## src/rtl/core/pbfa_pkg.sv

```systemverilog
// shared types and constants of the packed bit field array
`default_nettype none

package pbfa_pkg;

	localparam int STORE_BYTES = 4096;
	localparam int ADDR_W      = $clog2(STORE_BYTES);

	localparam int WIDTH_W = 7;
	localparam int COUNT_W = 16;
	localparam int INDEX_W = 15;
	localparam int VALUE_W = 64;
	localparam int CFG_W   = 16;
	localparam int BASE_W  = INDEX_W + WIDTH_W;
	localparam int LAST_W  = BASE_W + 1;
	localparam int LBYTE_W = LAST_W - 3;
	localparam int WIN_W   = VALUE_W + 8;
	localparam int SPAN    = 9;
	localparam int STEP_W  = 4;

	// register indexes of the configuration port
	localparam logic REG_WIDTH = 1'b0;
	localparam logic REG_COUNT = 1'b1;

	typedef enum logic {
		FUNC_READ  = 1'b0,
		FUNC_WRITE = 1'b1
	} func_t;

	typedef enum logic [2:0] {
		ST_CLEAR,
		ST_IDLE,
		ST_MUL,
		ST_CHK,
		ST_RUN,
		ST_FIN
	} state_t;

	// low bit masks for 1..8 bits
	localparam logic [7:0] LOW_MASK [8] = '{
		8'd1, 8'd3, 8'd7, 8'd15, 8'd31, 8'd63, 8'd127, 8'd255
	};

	typedef struct packed {
		logic load;
		logic issue;
		logic consume;
		logic is_write;
	} lane_ctrl_t;

endpackage

`default_nettype wire

```

## src/rtl/core/pbfa_lane.sv

```systemverilog
// byte-serial lane: per-byte mask, merge of write digits and gather of read digits
`default_nettype none

module pbfa_lane (
	input  wire logic                         clk,
	input  wire pbfa_pkg::lane_ctrl_t         ctrl,
	input  wire logic [pbfa_pkg::WIDTH_W-1:0] width,
	input  wire logic [2:0]                   offset,
	input  wire logic [pbfa_pkg::VALUE_W-1:0] value,
	input  wire logic [7:0]                   rdata,
	output logic                              we,
	output logic [7:0]                        wdata,
	output logic [pbfa_pkg::WIN_W-1:0]        rwin
);

	logic [pbfa_pkg::WIDTH_W-1:0] bits_left_q;
	logic                         first_q;
	logic [pbfa_pkg::WIN_W-1:0]   vwin_q;
	logic [pbfa_pkg::WIN_W-1:0]   rwin_q;
	logic [7:0]                   mask_s1;

	logic [2:0] start;
	logic [3:0] avail;
	logic [3:0] cnt;
	logic [7:0] mask;

	// bits of the element that fall into the byte now being issued
	always_comb begin
		start = first_q ? offset : 3'd0;
		avail = 4'd8 - {1'b0, start};
		if (bits_left_q < {3'b000, avail}) begin
			cnt = bits_left_q[3:0];
		end else begin
			cnt = avail;
		end
		if (cnt == 4'd0) begin
			mask = 8'd0;
		end else begin
			mask = 8'(pbfa_pkg::LOW_MASK[3'(cnt - 4'd1)] << start);
		end
	end

	always_ff @(posedge clk) begin
		if (ctrl.load) begin
			bits_left_q <= width;
			first_q     <= 1'b1;
			vwin_q      <= pbfa_pkg::WIN_W'(value) << offset;
		end else begin
			if (ctrl.issue) begin
				bits_left_q <= bits_left_q - pbfa_pkg::WIDTH_W'(cnt);
				first_q     <= 1'b0;
				mask_s1     <= mask;
			end
			if (ctrl.consume) begin
				vwin_q <= {8'd0, vwin_q[pbfa_pkg::WIN_W-1:8]};
				rwin_q <= {rdata & mask_s1, rwin_q[pbfa_pkg::WIN_W-1:8]};
			end
		end
	end

	assign we    = ctrl.consume && ctrl.is_write && (mask_s1 != 8'd0);
	assign wdata = (rdata & ~mask_s1) | (vwin_q[7:0] & mask_s1);
	assign rwin  = rwin_q;

endmodule

`default_nettype wire

```

## config.mk

```make
export PLATFORM = sky130hd
export DESIGN_NAME = pbfa_lane
export DESIGN_NICKNAME = d
export VERILOG_FILES = /design/src/rtl/core/pbfa_pkg.sv /design/src/rtl/core/pbfa_lane.sv
export SDC_FILE = /design/constraint.sdc
export NUM_CORES = 1
export LEC_CHECK = 0
export BUFFER_PORTS_ARGS = -buffer_cell sky130_fd_sc_hd__buf_2
export CAP_MARGIN = 20
export CORE_UTILIZATION = 55
export CTS_CLUSTER_SIZE = 24
export DETAILED_ROUTE_END_ITERATION = 10
export PLACE_DENSITY = 0.84
export SYNTH_ARGS = -nofsm -noshare
export SYNTH_HDL_FRONTEND = slang
export SYNTH_SLANG_ARGS = --single-unit
export TNS_END_PERCENT = 1
```

## constraint.sdc

```tcl
create_clock -name clk -period 10.27 [get_ports clk]
set_input_delay 0.5135 -clock clk [delete_from_list [all_inputs] [get_ports clk]]
set_output_delay 0.5135 -clock clk [all_outputs]
set_load 0.01 [all_outputs]
```

==> impl_metrics.ini, run 1 <==
[run_status]
status = finished, final reports clean

[sta]
slew_headroom_pct = 36.2
grt_setup_unrepaired = no
clock.fmax_mhz = 230
worst_slew_pin_slew_ns = 0.957
period_share_pct = 42.3
period_minus_slack_ns = 4.35
slew_violations = 0
hold_ws_ns = 0.312
finalHoldViolCount = 0
final-setup-viol-count = 0
skew_ns = 0.00510
finalSetupTns_ns = 0

[floorplanning]
die_area_um2 = 16100
initial_core_util_pct = 56.4
placementRows = 45
die_x_um = 127
die_h_um = 127
ios = 168
core_area_um2 = 15300

[detailed_routing]
vias = 6040
vias_per_cell = 5.87
drt_iter0_markers = 436
dr.pass1.iters = 4
drc = 0
totalWireLength_mm = 18.5
wl_per_cell_um = 18.0
antenna_left = 0

[yosys]
syn_area_um2 = 8600
synth_top_area_share_pct = 55.1
async_flop_share_pct = 0
ys_types = 57
synthCells = 656
ys.warnings.count = 0
ys_top_cells_by_area = edfxtp_1, mux4_2, mux2i_1
synth-edff-count = 158
syn_area_per_cell_um2 = 13.1
ys_seq_area_share_pct = 55.4
synth_area_leader_cell = edfxtp_1
syn-num-nets = 751
ys_seq_elements = 159
yosys_most_used_dff = edfxtp_1

[worst_setup_path]
cp_max_fo = 84
required_ns = 10.41
path_class = in2reg
arrival_ns = 4.49
crit_path_end_kind = flop
setup.worst_path.start_class = input pin

[clocking]
cts_tree = yes
cts_resized = 0
cts_hold_buf = 0
htreeDepth = 4
cts_inserted_buffers = 17
worstSkewPairLatency_ns = 0.42
cts_root_buf = clkbuf_16
clock-sinks = 159
postCtsSetupBuffers = 0
cts.path.max_buffers = 2
cts.clk_slew.worst_paths_ns = 0.06

[hold_path]
hold_path.class = in2reg

[global_routing]
grt_pass1_vias = 5789
grt_pass1_wl_mm = 29.7
track_usage_pct = 23.9
antenna_found_initial = 2
overflow = 0
grt_max_degree = 96

[placement]
port_buffers = 167
gp_congestion = 0.874
dp_hpwl_mm = 13.2
dpl.cell_count = 995

[flow_run]
maxCapViolations = 0

[cells_and_area]
stdcell_count = 1029
utilization_pct = 66.5
area_growth_pct = 18.0
nets = 898
drive_above_1_share_pct = 33.2

[power]
power_leakage_nw = 4.04
peakVddDrop_v = 0.000123
p_per_area_nw_per_um2 = 170
synthesized netlist by cell type, types with 8 or more instances:
| master | count |
|---|---|
| edfxtp_1 | 158 |
| nor2_1 | 92 |
| mux2i_1 | 81 |
| a21oi_1 | 76 |
| mux4_2 | 47 |
| clkbuf_1 | 28 |
| nand2_1 | 27 |
| inv_1 | 14 |
| o21ai_0 | 13 |
| buf_1 | 12 |
| mux2_2 | 11 |
| and2_1 | 8 |
cells by family (layout without fill, tap and decap cells):
kind of cell,count (synthesis),after routing,synth area share [%]
multiplexers,139,139,23.2
XOR/XNOR,5,5,0.509
other,0,2,0
adder cells (fa/ha/maj),9,9,1.37
flip-flops,159,159,55.4
AO/OA/AOI/OAI,129,129,8.93
buffers and inverters,60,220,2.69
AND/OR/NAND/NOR,155,155,7.97
final cells by class:
cell class	instances	area (um^2)
sequential	159	4760
fill	1114	5100
timing repair buffer	173	888
multi-input combinational	437	3620
clock buffer	18	429
tap	211	264
inverter	15	56.3
antenna	2	5.00
clock inverter	14	130
through the flow:
stage	instance area, um^2	setup slack [ns]	total power [W]
final	10200	5.92	0.00172
after global placement	9590	5.69	0.00112
after global routing	10200	5.59	0.00179
after CTS	10100	5.95	0.00173
after floorplan	8600	5.67	0.00104
after detailed placement	9590	5.51	0.00113
worst paths after layout:
check | start | endpoint | slack [ns] | depth (start not counted)
min | ctrl[2] | first_q | 0.31 | 2
max | offset[1] | bits_left_q[6] | 5.92 | 16
max reg2reg | first_q | bits_left_q[6] | 6.15 | 14
min reg2reg | rwin[38] | rwin[30] | 0.44 | 0
flip-flops by register name, indices dropped and copies added, names as in the netlist:
name,cells
first_q,1
mask_s1,8
rwin,72
bits_left_q,7
vwin_q,71
cells in the final DEF (no fill, tap or decap), types with 5 or more instances in the layout:
master	synthesis	routed
buf_2	4	164
nor2b_1	6	5
a211oi_1	5	5
o21ai_0	13	13
mux4_2	47	47
nand2_1	27	27
buf_4	0	9
mux2i_1	81	81
ha_1	7	7
a31oi_1	5	5
nor2_1	92	92
clkbuf_16	0	17
and2_1	8	8
mux2_2	11	11
edfxtp_1	158	158
a21oi_1	76	76
inv_1	14	14
per-layer routing:
metal	global-route usage (%)	part of all wire [%]	wire length (um)
met1	30.9	41	7650
met4	8.40	1.6	298
met5	0	0.070	13
met3	6.83	7.9	1460
met2	38.8	49	9110
worst max-delay path: stages:
cell and delay, ns:
buf_2 0.09, buf_4 0.73, xor2_1 0.26, nand2_1 0.09, ha_1 0.29, or2_2 0.31
a41oi_2 0.21, o21ai_2 0.17, a31oi_1 0.44, inv_1 0.13, fa_1 0.43, a41oi_1 0.18
o22a_1 0.19, a21boi_2 0.23, or4b_1 0.14, a31oi_1 0.07
where the power goes:
part	switching [W]	total [W]	leakage, nW	internal, W
logic	0.000171	0.000306	2.22	0.000135
clock network	0.000263	0.000601	0.273	0.000338
registers	0.0000294	0.000815	1.55	0.000786
total	0.000463	0.00172	4.04	0.00126
No activity file was read; power rests on OpenSTA's default activity.
==> run 2: changes to the inputs <==
--- a/config.mk
+++ b/config.mk
@@ -5,6 +5,7 @@
 export SDC_FILE = /design/constraint.sdc
 export NUM_CORES = 1
 export LEC_CHECK = 0
+export ABC_AREA = 1
 export BUFFER_PORTS_ARGS = -buffer_cell sky130_fd_sc_hd__buf_2
 export CAP_MARGIN = 20
 export CORE_UTILIZATION = 55
==> constraint.sdc (replaced) <==
create_clock -name clk -period 4.5 [get_ports clk]
set_input_delay 0.225 -clock clk [delete_from_list [all_inputs] [get_ports clk]]
set_output_delay 0.225 -clock clk [all_outputs]
set_load 0.01 [all_outputs]
==> run 2 against run 1 <==
  * The flow now finishes with violations (DRC)
  * Non-clock buffer count is 4 higher
  * Cell count is 26% higher
  * Sequential power is 130% higher
  * Clock power is 140% higher
  * Total power is 130% higher
  * Register-to-register slack worse by 5.1 ns
  * Area after synthesis is 3.6% lower
  * Hold slack worse by 0.25 ns
  * Routed wire length is 2.8% higher
  * Cell area is 3.0% lower
  * Largest cell class unchanged
  * Highest routed layer is now met4
==> impl_metrics.ini, run 2 <==
[global_routing]
met3_usage_pct = 5.11
overflow = 0
grt_max_degree = 95
grt_pass1_vias = 6477
track_usage_pct = 25.3
grt_busiest_layer = met2
grt_use_met2_pct = 43.2
use_met1_pct = 31.1
grt_pass1_wl_mm = 31.0
antenna_found_initial = 0

[worst_setup_path]
setup.worst_path.start_class = flop
arrival_ns = 3.66
path_class = reg2reg
critPathBufInv = 2
cp_cell_sequence = nand2_1 -> nand3_2 -> ha_1 -> nor4_1 -> nand2_2 -> o21ai_0 -> inv_1 -> fa_1 -> inv_1 -> nand2_2 -> nand2_1 -> nand2_2 -> a21oi_1 -> a21oi_1
cp_max_fo = 12
cpPeakStageDelay_ns = 0.51
cpMaxStageDelayCell = o21ai_0
cp_top_family = simple AND/OR/NAND/NOR gates
required_ns = 4.67
crit_path_end_kind = flop
crit_top_cell = nand2_2

[clocking]
cts.clk_slew.worst_paths_ns = 0.06
cts_inserted_buffers = 17
cts_root_buf = clkbuf_16
cts_hold_buf = 0
worstSkewPairLatency_ns = 0.42
cts_tree = yes
postCtsSetupBuffers = 0
htreeDepth = 4
cts.path.max_buffers = 2
clock-sinks = 159
cts_resized = 0

[yosys]
muxShareOfSynthArea_pct = 1.06
syn_area_per_cell_um2 = 8.69
syn_area_um2 = 8300
netlist_top_cells_count = nand2_1, edfxtp_1, o21ai_0
synth_compound_area_share_pct = 8.69
ys_seq_area_share_pct = 57.4
synth.most_common_cell = nand2_1
async_flop_share_pct = 0
synthCells = 955
synth_top_area_share_pct = 57.2
yosys_most_used_dff = edfxtp_1
ys.warnings.count = 0
synthAdderAreaFrac_pct = 1.30
syn-num-nets = 1050
synth_top_family_by_area = simple AND/OR/NAND/NOR gates
synth_area_leader_cell = edfxtp_1
ys_top_cells_by_area = edfxtp_1, nand2_1, o21ai_0
synth_xor_area_share_pct = 0
ys_types = 29
ys_seq_elements = 159
synth-edff-count = 158
synthSimpleGateAreaFrac_pct = 25.9

[detailed_routing]
dr.pass1.iters = 9
vias_per_cell = 5.38
vias = 6980
totalWireLength_mm = 19.1
wl_per_cell_um = 14.7
drt_iter0_markers = 590
antenna_left = 0
drc = 28

[power]
total_power_w = 0.00391
switching_share_pct = 27.3
internal_power_w = 0.00284
seqPwrFrac_pct = 47.2
p_per_area_nw_per_um2 = 397
peakVddDrop_v = 0.000256
switchingPower_w = 0.00107
p_comb_share_pct = 16.1
power_leakage_nw = 4.54
pwr-share-clk_pct = 36.6

[sta]
slew_violations = 0
period_minus_slack_ns = 3.49
clock.fmax_mhz = 287
period_share_pct = 77.5
finalHoldViolCount = 0
slew_headroom_pct = 29.9
final-setup-viol-count = 0
worst_slew_pin_slew_ns = 1.05
grt_setup_unrepaired = no
finalSetupTns_ns = 0
skew_ns = 0.00662

[floorplanning]
core_area_um2 = 14600
die_area_um2 = 15600
ios = 168
die_h_um = 125
placementRows = 44
die_x_um = 125
initial_core_util_pct = 56.7

[cells_and_area]
nets = 1196
final_cell_mix = nand2_1, buf_2, edfxtp_1, o21ai_0, inv_1
largest_reg_flops = 72
n_fill_cell = 1160
area_growth_pct = 18.7
diodes = 0
stdcell_count = 1298
final_common_cell = nand2_1
drive_above_1_share_pct = 21.8
stdcell_area_um2 = 9850

[run_status]
violations = DRC
status = finished with violations

[placement]
dpl.cell_count = 1266
postPlaceCellArea_um2 = 9260
port_buffers = 167
gp_congestion = 0.865
dp_hpwl_mm = 13.3

[flow_run]
maxCapViolations = 0

[hold_path]
hold_path.class = in2reg
==> run 2: power by group through the flow <==
stage	Sequential [W]	Combinational, W	Clock (W)
2_1_floorplan	0.00188	0.000427	0
3_3_place_gp	0.00187	0.000608	0
3_5_place_dp	0.00188	0.000627	0
4_1_cts	0.00185	0.000633	0.00144
5_1_grt	0.00186	0.000717	0.00151
6_report	0.00185	0.000632	0.00143
==> run 2: tightest hold or removal path: cells and delay by family <==
family	cells	cell delay, ns
buffers and inverters	2	0.12
AND/OR/NAND/NOR	1	0.04
==> run 2: worst paths after layout <==
path | start | slack, ns | end | cells after the start
worst max register to register | first_q | 1.01 | bits_left_q[4] | 14
worst min register to register | rwin[41] | 0.44 | rwin[33] | 0
worst max-delay path | first_q | 1.01 | bits_left_q[4] | 14
worst min-delay path | rdata[3] | 0.06 | rwin[67] | 3
==> run 2: layer usage <==
layer	part of all wire, %	up-vias	wire [um]
li1	-	3471	-
met1	40	3175	7650
met2	50	280	9510
met3	6.5	54	1240
met4	3.4	0	657
met5	0	-	0
==> run 2: per-stage QoR <==
step / hold WS, ns / setup WS, ns / util (%)
after floorplan: 0.393 / 0.550 / -
after global placement: 0.423 / 1.14 / 63.2
after detailed placement: 0.427 / 1.01 / 63.2
after CTS: 0.0537 / 1.04 / 67.2
after global routing: 0.0692 / 0.560 / 67.2
final: 0.0623 / 1.01 / 67.2
==> run 2: final cells by class <==
cell class / instances / area (um^2) / area share [%]
repair buffers: 177 / 911 / 9.25
clock buffers: 18 / 429 / 4.36
well taps: 184 / 230 / 2.34
flip-flops and latches: 159 / 4760 / 48.4
inverters: 72 / 270 / 2.74
clock inverters: 14 / 156 / 1.59
multi-input cells: 674 / 3080 / 31.3
==> run 2: kinds of logic after synthesis <==
logic type | after synthesis
adders and majority gates | 8
muxes | 8
and+or+nand+nor | 536
AOI/OAI and AO/OA | 122
DFF | 159
buffers and inverters | 122
==> run 3: changes to the inputs <==
==> constraint.sdc (replaced) <==
create_clock -name clk -period 3.5 [get_ports clk]
set_input_delay 0.175 -clock clk [delete_from_list [all_inputs] [get_ports clk]]
set_output_delay 0.175 -clock clk [all_outputs]
set_load 0.01 [all_outputs]
==> run 3 against run 2 <==
  * The flow still finishes with violations (DRC)
  * Critical path type unchanged
  * First-iteration DRC count is 17% lower
  * Global-route usage decreased by 0.35 points
  * Sequential cell count did not move
  * Largest power group unchanged
  * Count of clock-buffer cells in the layout did not move
  * Critical endpoint is now bits_left_q[6]
==> impl_metrics.ini, run 3 (synthesis gave the netlist of run 2 again) <==
[floorplanning]
placementRows = 44
ios = 168
die_h_um = 125
die_x_um = 125
die_area_um2 = 15600
core_area_um2 = 14600
initial_core_util_pct = 56.7

[global_routing]
grt_pass1_vias = 6386
track_usage_pct = 25.0
grt_max_degree = 95
grt_pass1_wl_mm = 30.5
overflow = 0
antenna_found_initial = 1

[cells_and_area]
final_common_cell = nand2_1
final_cell_mix = nand2_1, buf_2, edfxtp_1, o21ai_0, inv_1
largest_reg_flops = 72
stdcell_area_um2 = 9890
area_growth_pct = 19.2
diodes = 0
n_fill_cell = 1160
drive_above_1_share_pct = 22.3
nets = 1202

[worst_setup_path]
critPathBufInv = 1
required_ns = 3.68
cp_max_fo = 11
cp_top_family = simple AND/OR/NAND/NOR gates
cp_cell_sequence = nand2_1 -> nand3_2 -> ha_1 -> nor4_4 -> nand2_2 -> nand2_1 -> o21ai_1 -> ha_1 -> fa_1 -> inv_1 -> nand2_2 -> nand2_1 -> nand2_2 -> nand3_1 -> nand2_1 -> nand3_1 -> nand2_1
crit_top_cell = nand2_1
crit_path_end_kind = flop
arrival_ns = 3.35
setup.worst_path.start_class = flop
cpPeakStageDelay_ns = 0.36
path_class = reg2reg
cpMaxStageDelayCell = fa_1

[sta]
worst_slew_pin_slew_ns = 0.954
skew_ns = 0.00695
setup_ws_ns = 0.338
finalHoldViolCount = 0
period_minus_slack_ns = 3.16
final-setup-viol-count = 0
finalSetupTns_ns = 0
hold_ws_ns = 0.0144
grt_setup_unrepaired = no
clock.fmax_mhz = 316
slew_headroom_pct = 36.3
slew_violations = 0
period_share_pct = 90.4

[clocking]
clock-sinks = 159
cts.path.max_buffers = 2
cts_hold_buf = 0
cts.clk_slew.worst_paths_ns = 0.07
cts_tree = yes
cts_root_buf = clkbuf_16
cts_inserted_buffers = 17
htreeDepth = 4
worstSkewPairLatency_ns = 0.43

[power]
peakVddDrop_v = 0.000422
total_power_w = 0.00497
power_leakage_nw = 4.56
p_per_area_nw_per_um2 = 502

[placement]
gp_congestion = 0.842
dpl_worst_slack_ns = 0.0917
dp_hpwl_mm = 13.2
postPlaceCellArea_um2 = 9280
port_buffers = 167

[detailed_routing]
vias_per_cell = 5.33
wl_per_cell_um = 14.5
vias = 6944
antenna_left = 0
drt_iter0_markers = 487
drc = 28
totalWireLength_mm = 19.0
dr.pass1.iters = 8

[flow_run]
maxCapViolations = 0

[hold_path]
hold_path.class = in2reg

[run_status]
violations = DRC
status = finished with violations
## run 3: path summary, 6_finish.rpt
check / from / endpoint / slack [ns] / cells after the start
worst max-delay path: first_q / bits_left_q[6] / 0.34 / 17
worst min-delay path: rdata[3] / rwin[67] / 0.01 / 3
worst max register to register: first_q / bits_left_q[6] / 0.34 / 17
worst min register to register: rwin[70] / rwin[62] / 0.44 / 0
## run 3: report_power, final
| group | switching [W] | internal [W] |
|---|---|---|
| Clock | 0.000770 | 0.000991 |
| Combinational | 0.000526 | 0.000301 |
| Sequential | 0.0000731 | 0.00231 |
## run 3: worst min-delay path, stage by stage
cell,delay (ns)
buf_2,0.09
nand2_1,0.04
inv_1,0.04
## run 3: layout make-up
| type | count | area, um^2 | share of cell area, % |
|---|---|---|---|
| timing repair buffer | 183 | 968 | 9.79 |
| sequential | 159 | 4760 | 48.2 |
| multi-input combinational | 674 | 3090 | 31.3 |
| inverter | 72 | 270 | 2.73 |
| clock buffer | 18 | 429 | 4.34 |
| tap | 184 | 230 | 2.33 |
| clock inverter | 14 | 131 | 1.33 |
## run 3: timing repair
action                                  4_1_cts  5_1_grt
endpoints found under the setup margin        0       13
hold endpoints to repair                      0        0
gates resized for setup                       0        3
setup buffers                                 0        5
## run 3: metrics by stage
step                      cells  utilization (%)
after floorplan             955                -
after global placement     1267             63.3
after detailed placement   1267             63.3
after CTS                  1299             67.2
after global routing       1304             67.5
final                      1304             67.5
## run 3: per-layer routing
| metal | vias to the layer above | track usage [%] | routed length (um) |
|---|---|---|---|
| li1 | 3484 | - | - |
| met1 | 3155 | 29.7 | 7490 |
| met2 | 266 | 44.2 | 9810 |
| met3 | 37 | 4.64 | 1220 |
| met4 | 2 | 10.8 | 438 |
| met5 | - | 0 | 8 |
